### config.mk
export PLATFORM = sky130hd
export DESIGN_NAME = tick_prescaler_and_button_debounce_core
export DESIGN_NICKNAME = d
export VERILOG_FILES = /design/src/design/tpbd_pkg.sv /design/src/design/tpbd_csr.sv /design/src/design/tpbd_prescaler.sv /design/src/design/tpbd_debounce.sv /design/src/design/tick_prescaler_and_button_debounce_core.sv
export SDC_FILE = /design/constraint.sdc
export NUM_CORES = 1
export LEC_CHECK = 0
export ABC_AREA = 1
export BUFFER_PORTS_ARGS = -buffer_cell sky130_fd_sc_hd__buf_2
export CAP_MARGIN = 20
export CORE_MARGIN = 2
export CORE_UTILIZATION = 47
export DETAILED_ROUTE_END_ITERATION = 6
export HOLD_SLACK_MARGIN = 0.15
export PLACE_DENSITY = 0.73
export SETUP_SLACK_MARGIN = 0.5
export SYNTH_ARGS = -nofsm -noshare
export SYNTH_HDL_FRONTEND = slang
export SYNTH_SLANG_ARGS = --single-unit
### constraint.sdc
create_clock -name clock -period 2.25 [get_ports clock]
set_clock_uncertainty 0.15 [all_clocks]
set_input_delay 0.45 -clock clock [delete_from_list [all_inputs] [get_ports clock]]
set_output_delay 0.45 -clock clock [all_outputs]
set_load 0.05 [all_outputs]
### src/design/tpbd_pkg.sv
// ----------------------------------------------------------------------------
// tpbd_pkg
// Shared types and constants for the tick prescaler and button debouncer.
// ----------------------------------------------------------------------------
package tpbd_pkg;

   localparam int CFG_WIDTH      = 8;
   localparam int CSR_IDX_WIDTH  = 2;
   localparam int NUM_BUTTONS    = 3;
   localparam int COUNT_WIDTH_DEF = 8;
   localparam int REQ_DATA_WIDTH = 8;
   localparam int RSP_DATA_WIDTH = 8;

   localparam logic [CFG_WIDTH-1:0] SECOND_RELOAD_RST   = 8'd45;
   localparam logic [CFG_WIDTH-1:0] FAST_RELOAD_RST     = 8'd2;
   localparam logic [CFG_WIDTH-1:0] COUNT_LIMIT_RST     = 8'd200;
   localparam logic [CFG_WIDTH-1:0] PRESS_THRESHOLD_RST = 8'd25;

   typedef enum logic [CSR_IDX_WIDTH-1:0] {
      REG_SECOND_RELOAD   = 2'd0,
      REG_FAST_RELOAD     = 2'd1,
      REG_COUNT_LIMIT     = 2'd2,
      REG_PRESS_THRESHOLD = 2'd3
   } reg_index_type;

   typedef struct packed {
      logic [CFG_WIDTH-1:0] second_reload;
      logic [CFG_WIDTH-1:0] fast_reload;
      logic [CFG_WIDTH-1:0] count_limit;
      logic [CFG_WIDTH-1:0] press_threshold;
   } cfg_type;

endpackage

### src/design/tpbd_csr.sv
// ----------------------------------------------------------------------------
// tpbd_csr
// Configuration register file, written through the csr channel.
// ----------------------------------------------------------------------------
module tpbd_csr
   import tpbd_pkg::*;
(
   input  logic                     clock,
   input  logic                     reset,
   input  logic                     csr_valid,
   input  logic [CSR_IDX_WIDTH-1:0] csr_index,
   input  logic [CFG_WIDTH-1:0]     csr_data,
   output cfg_type                  cfg
);

   cfg_type cfg_ff;
   cfg_type cfg_in;

   always_comb begin
      cfg_in = cfg_ff;
      if (csr_valid) begin
         case (reg_index_type'(csr_index))
            REG_SECOND_RELOAD:   cfg_in.second_reload   = csr_data;
            REG_FAST_RELOAD:     cfg_in.fast_reload     = csr_data;
            REG_COUNT_LIMIT:     cfg_in.count_limit     = csr_data;
            REG_PRESS_THRESHOLD: cfg_in.press_threshold = csr_data;
            default:             cfg_in = cfg_ff;
         endcase
      end
   end

   always_ff @(posedge clock) begin
      if (reset) begin
         cfg_ff.second_reload   <= SECOND_RELOAD_RST;
         cfg_ff.fast_reload     <= FAST_RELOAD_RST;
         cfg_ff.count_limit     <= COUNT_LIMIT_RST;
         cfg_ff.press_threshold <= PRESS_THRESHOLD_RST;
      end else begin
         cfg_ff <= cfg_in;
      end
   end

   assign cfg = cfg_ff;

endmodule

### src/design/tpbd_prescaler.sv
// ----------------------------------------------------------------------------
// tpbd_prescaler
// Down-counting prescaler, fires and reloads when the count reaches one or zero.
// ----------------------------------------------------------------------------
module tpbd_prescaler
   import tpbd_pkg::*;
(
   input  logic                 clock,
   input  logic                 reset,
   input  logic                 step,
   input  logic [CFG_WIDTH-1:0] reload,
   output logic                 fire
);

   logic [CFG_WIDTH-1:0] count_ff;
   logic [CFG_WIDTH-1:0] count_in;

   always_comb begin
      fire     = (count_ff <= CFG_WIDTH'(1));
      count_in = fire ? reload : (count_ff - CFG_WIDTH'(1));
   end

   always_ff @(posedge clock) begin
      if (reset) begin
         count_ff <= '0;
      end else if (step) begin
         count_ff <= count_in;
      end
   end

endmodule

### src/design/tpbd_debounce.sv
// ----------------------------------------------------------------------------
// tpbd_debounce
// Integrating debouncer for one button, set above threshold, clear at zero.
// ----------------------------------------------------------------------------
module tpbd_debounce
   import tpbd_pkg::*;
#(
   parameter int COUNT_WIDTH = COUNT_WIDTH_DEF
)
(
   input  logic                 clock,
   input  logic                 reset,
   input  logic                 step,
   input  logic                 level,
   input  logic [CFG_WIDTH-1:0] count_limit,
   input  logic [CFG_WIDTH-1:0] press_threshold,
   output logic                 mark_next
);

   localparam int CMP_WIDTH = (COUNT_WIDTH > CFG_WIDTH) ? COUNT_WIDTH : CFG_WIDTH;

   logic [COUNT_WIDTH-1:0] count_ff;
   logic [COUNT_WIDTH-1:0] count_in;
   logic                   mark_ff;
   logic [COUNT_WIDTH-1:0] count_inc;
   logic [COUNT_WIDTH-1:0] count_dec;
   logic [CMP_WIDTH-1:0]   count_ext;
   logic [CMP_WIDTH-1:0]   inc_ext;
   logic [CMP_WIDTH-1:0]   limit_ext;
   logic [CMP_WIDTH-1:0]   thresh_ext;

   always_comb begin
      count_inc  = count_ff + COUNT_WIDTH'(1);
      count_dec  = (count_ff != '0) ? (count_ff - COUNT_WIDTH'(1)) : '0;
      count_ext  = CMP_WIDTH'(count_ff);
      inc_ext    = CMP_WIDTH'(count_inc);
      limit_ext  = CMP_WIDTH'(count_limit);
      thresh_ext = CMP_WIDTH'(press_threshold);
      count_in   = count_ff;
      mark_next  = mark_ff;
      if (level) begin
         if ((count_ext < limit_ext) && (count_ff != '1)) begin
            count_in = count_inc;
            if (inc_ext > thresh_ext) begin
               mark_next = 1'b1;
            end
         end
      end else begin
         count_in = count_dec;
         if (count_dec == '0) begin
            mark_next = 1'b0;
         end
      end
   end

   always_ff @(posedge clock) begin
      if (reset) begin
         count_ff <= '0;
         mark_ff  <= 1'b0;
      end else if (step) begin
         count_ff <= count_in;
         mark_ff  <= mark_next;
      end
   end

endmodule

### src/design/tick_prescaler_and_button_debounce_core.sv
// ----------------------------------------------------------------------------
// tick_prescaler_and_button_debounce_core
// Two tick prescalers and three integrating button debouncers.
// ----------------------------------------------------------------------------
//  channel  direction  handshake             payload
//  req_     in         req_tvalid/tready     req_tdata  (button levels)
//  rsp_     out        rsp_tvalid/tready     rsp_tdata  (events, pressed marks)
//  csr_     in         csr_valid/csr_ready   csr_index, csr_data
//
//  one request per cycle while the response is not stalled; a request passes
//  the input register, then the state update into the response register
//  synchronous reset restores register defaults and clears all counters
//  a stalled response holds while one more request waits in the input register
// ----------------------------------------------------------------------------
module tick_prescaler_and_button_debounce_core
   import tpbd_pkg::*;
#(
   parameter int COUNT_WIDTH = COUNT_WIDTH_DEF
)
(
   input  logic                      clock,
   input  logic                      reset,
   input  logic                      req_tvalid,
   output logic                      req_tready,
   // [0] button_one, [1] button_two, [2] button_three
   input  logic [REQ_DATA_WIDTH-1:0] req_tdata,
   output logic                      rsp_tvalid,
   input  logic                      rsp_tready,
   // [0] slow_event, [1] fast_event, [2] pressed_one, [3] pressed_two,
   // [4] pressed_three
   output logic [RSP_DATA_WIDTH-1:0] rsp_tdata,
   input  logic                      csr_valid,
   output logic                      csr_ready,
   input  logic [CSR_IDX_WIDTH-1:0]  csr_index,
   input  logic [CFG_WIDTH-1:0]      csr_data
);

   cfg_type                cfg;
   logic                   in_valid_ff;
   logic [NUM_BUTTONS-1:0] in_buttons_ff;
   logic                   out_valid_ff;
   logic                   out_valid_in;
   logic [RSP_DATA_WIDTH-1:0] out_data_ff;
   logic [RSP_DATA_WIDTH-1:0] out_data_in;
   logic                   out_free;
   logic                   step;
   logic                   slow_fire;
   logic                   fast_fire;
   logic [NUM_BUTTONS-1:0] mark_next;

   assign csr_ready = 1'b1;

   tpbd_csr u_csr (
      .clock     (clock),
      .reset     (reset),
      .csr_valid (csr_valid),
      .csr_index (csr_index),
      .csr_data  (csr_data),
      .cfg       (cfg)
   );

   assign out_free   = !out_valid_ff || rsp_tready;
   assign step       = in_valid_ff && out_free;
   assign req_tready = !in_valid_ff || out_free;

   always_ff @(posedge clock) begin
      if (reset) begin
         in_valid_ff <= 1'b0;
      end else if (req_tready) begin
         in_valid_ff <= req_tvalid;
      end
   end

   always_ff @(posedge clock) begin
      if (req_tready && req_tvalid) begin
         in_buttons_ff <= req_tdata[NUM_BUTTONS-1:0];
      end
   end

   tpbd_prescaler u_slow (
      .clock  (clock),
      .reset  (reset),
      .step   (step),
      .reload (cfg.second_reload),
      .fire   (slow_fire)
   );

   tpbd_prescaler u_fast (
      .clock  (clock),
      .reset  (reset),
      .step   (step),
      .reload (cfg.fast_reload),
      .fire   (fast_fire)
   );

   for (genvar b = 0; b < NUM_BUTTONS; b++) begin : g_button
      tpbd_debounce #(
         .COUNT_WIDTH (COUNT_WIDTH)
      ) u_debounce (
         .clock           (clock),
         .reset           (reset),
         .step            (step),
         .level           (in_buttons_ff[b]),
         .count_limit     (cfg.count_limit),
         .press_threshold (cfg.press_threshold),
         .mark_next       (mark_next[b])
      );
   end

   always_comb begin
      out_data_in  = RSP_DATA_WIDTH'({mark_next, fast_fire, slow_fire});
      out_valid_in = out_free ? in_valid_ff : out_valid_ff;
   end

   always_ff @(posedge clock) begin
      if (reset) begin
         out_valid_ff <= 1'b0;
      end else begin
         out_valid_ff <= out_valid_in;
      end
   end

   always_ff @(posedge clock) begin
      if (step) begin
         out_data_ff <= out_data_in;
      end
   end

   assign rsp_tvalid = out_valid_ff;
   assign rsp_tdata  = out_data_ff;

endmodule

==> key figures <==
Timing
  • Setup repair after global routing missed its margin: yes
  • PnR worst setup slack: -0.1719 ns
  • Pin slew with the least headroom to its limit: 0.5750 ns
  • Maximum clock frequency: around 410 MHz
  • Time the final worst path needs with I/O delays and setup: 2.422 ns
  • Total Neg Setup Slack: -0.4131 ns
  • Fin. Hold Viols: 0
  • Final period util: 1.076
  • Relative slew margins: 0.6167
  • Final Max Slew Viols: 0
  • Finish-stage setup viols: 5

Cells and area
  • # nets final: between 1000 and 1500
  • Ant. Diodes: 0
  • Post-route design area: 7908 sq um
  • Filler instances: about 1000
  • Area taken by flip-flops and latches: 1836 sq um
  • Multi-input logic area: 4160 sq um
  • Fraction of layout cells with a size suffix above 1: 0.2911
  • Area growth from synthesis to layout: 33.36%
  • Fraction of the core area covered by cells at the end of the flow: 0.6343

Floorplan
  • Count of boundary I/O pins: 34
  • Num rows: 41
  • Die H: around 120 um
  • Initial standard-cell utilization of the core: 0.4757
  • Core Box Area: about 12000 sq um
  • Die Width: 116.3 um
  • Die ar.: 13530 sq um

Status
  • Status: finished with violations
  • Violations in the final reports: negative setup slack

Critical path
  • Largest delay share family, worst path: simple AND/OR/NAND/NOR gates
  • Crit. Startpoint: g_button[0].u_debounce.count_ext[0]
  • Critical path arrival: about 2.4 ns
  • Crit. End Element: register
  • Highest cell delay on the worst timing path: ~0.37 ns
  • Worst r2r src: g_button[0].u_debounce.count_ext[0]
  • Worst EP required: between 2 and 2.5 ns
  • Cell at the slowest stage of the critical path: dfxtp_4
  • Cell-by-cell listing of the critical path: buf_4, nand3_4, nor2_2, nand2_1, xor2_1, inv_1, ha_1, a21oi_1, o21a_1, nand2_1, nand2_1, o21bai_1, nand2_1, nand2_1
  • Crit-path max FO: 3
  • Endpoint of the lowest-slack register-to-register path: rsp_tdata[2]
  • R2R depth: 14
  • WS Path Type: register to register
  • Most Frequent Cell on Critical Path: nand2_1
  • Number of buffer and inverter stages on the critical path: 2
  • Worst R2R Setup Slack: -0.17 ns
  • CP Launch Type: register

Global routing
  • M2 GR Usage: 0.4225
  • Global-route wire length before repair: 27170 um
  • Initial antenna violation count: 0
  • Overall fraction of global-route tracks in use: 0.2514
  • Grt peak-use layer: met2
  • Overall overflow remaining after global route: 0
  • Largest net degree at the start of global routing: 38
  • Vias in the first global route: between 5000 and 6000
  • GR Util met1: 0.3190
  • Met3 demand-to-capacity share in global routing: 0.04100

Hold path
  • Hold path startpoint: req_tvalid
  • Hold Path End: in_valid_ff
  • Worst min-delay path category: input port to register
  • Worst hold path depth: 3

Route
  • Via count: around 6300
  • Drt wl/cell: 15.46 um
  • DR pass1 iterations: 5
  • Post-Route WL: 17900 um
  • Drt drc: 0
  • Ratio of routed vias to standard cells: 5.410
  • Count of nets left with antenna violations after detail routing: 0
  • Violation count after the first detailed-route iteration: around 490

Synth
  • Cell types occupying the most area after synthesis: dfxtp_1 (26%), nand2_1 (13%), ha_1 (12%), inv_1 (7.3%), a21oi_1 (6.7%)
  • Number of unique standard cell types used by synthesis: 35
  • Number of warnings reported in the yosys synthesis log: 0
  • Top cells by count, synth: nand2_1 (198), inv_1 (115), nor2_1 (89)
  • Most instantiated flip-flop cell in the synthesis netlist: dfxtp_1
  • Count of state elements after synthesis: 85
  • Synthesized instance count: 889
  • Most instantiated library cell after synthesis: nand2_1
  • Number of enable-type register cells in the synthesized netlist: 8
  • Average cell area after synthesis: about 6.7 sq um
  • Async set-reset flop share out of synthesis: 0
  • Cell type contributing the most total cell area after synthesis: dfxtp_1
  • Share of the synthesized area in the top cell type: 0.2600
  • Synthesized cell area: between 5000 and 6000 sq um
  • Sequential cell area fraction in the yosys report: 0.3005

CTS
  • Count of H-tree levels built during CTS: 3
  • Clock latency on the worst-skew pair: 0.35 ns
  • Max clock buf depth: 2
  • CTS Sinks: 85
  • CTS tree: done
  • Clock Pin Slew Worst Setup and Hold Paths: around 0.07 ns
  • Num CTS Buffers: 9
  • Root buffer cell: clkbuf_16

Place
  • HPWL after detailed placement: around 11000 um
  • Area after detailed placement: between 6000 and 7000 sq um
  • Setup slack after placement: -0.05737 ns
  • Global placement routability congestion: roughly 0.92
  • Port bufs: 24

Power
  • Maximum resistive drop on vdd: 0.5723 mV
  • Total power of the final layout: about 5000 uW
  • Total leakage power: around 0.0037 uW
  • Total power divided by cell area: between 600 and 700 nW/um^2

Job
  • Number of maximum-capacitance violations: 0
-- layout make-up --
class                   count  area share
well taps                 172     0.02722
inverters                 119     0.05902
multi-input cells         652      0.5261
clock buffers               9     0.02848
repair inverters            1    0.001108
flip-flops and latches     85      0.2321
clock inverters             7    0.008703
repair buffers            113      0.1172
-- power breakdown --
group,switching [uW],total (uW),internal [uW]
Sequential,109,1760,1650
Combinational,1130,1870,741
Clock,716,1490,778
Total,1950,5120,3170
-- timing repair --
| item | in CTS | in global routing |
|---|---|---|
| gates cloned | 1 | 0 |
| buffers inserted | 26 | 7 |
| pin swaps | 35 | 36 |
| hold endpoints to repair | 3 | 0 |
| setup endpoints to repair | 41 | 45 |
| resized for setup | 85 | 100 |
| hold buffers | 3 | 0 |
-- layer usage --
metal / up-vias / part of all wire / wire [um]
met5: - / 0 / 0
met3: 72 / 0.056 / 1000
li1: 3079 / - / -
met2: 229 / 0.48 / 8626
met4: 0 / 0.047 / 841
met1: 2885 / 0.42 / 7428
-- cell families after synthesis --
| kind of cell | Yosys count | share of synthesized area |
|---|---|---|
| simple gates | 388 | 0.2758 |
| compound gates | 180 | 0.1623 |
| buf+inv | 154 | 0.1053 |
| flops | 85 | 0.3005 |
| fa+ha+maj | 58 | 0.1224 |
| xor+xnor | 22 | 0.03250 |
| other cells | 2 | 0.001267 |
-- cells in the final DEF (no fill, tap or decap), drive strengths merged, types with 5 or more instances in the layout --
master    n
clkbuf    9
nand2   204
clkinv    5
o21a      5
a21oi    80
o211ai   12
dfxtp    77
ha       58
edfxtp    8
nand4    11
nand3    59
o21ai    76
inv     121
nor3     15
xor2     18
buf     110
nor2     92
-- sequential cells by signal, summed over array words and instances (netlist names) --
register	cells
g_button.u_debounce.count_ext	24
g_button.u_debounce.mark_ff	3
in_buttons_ff	3
in_valid_ff	1
rsp_tdata	5
rsp_tvalid	1
u_csr.cfg	32
u_fast.count_ff	8
u_slow.count_ff	8
-- tightest hold or removal path, stage by stage --
cell	delay (ns)
buf_2	0.09
nand2_1	0.07
a21oi_1	0.06
-- stage by stage --
step | cells | hold slack [ns]
detailed placement | 1105 | 0.2972
floorplan | 891 | 0.2736
global placement | 1105 | 0.2931
finish | 1158 | 0.2238
global route | 1158 | 0.2553
CTS | 1151 | 0.2363
-- worst max-delay path by stage --
stage,end,cells after the start
5_1_grt,rsp_tdata[2],14
4_1_cts,rsp_tdata[3],16
6_report,rsp_tdata[2],14
2_1_floorplan,rsp_tdata[3],16
3_5_place_dp,rsp_tdata[3],16
3_3_place_gp,rsp_tdata[3],16
Power figures use the tool's default switching activity.
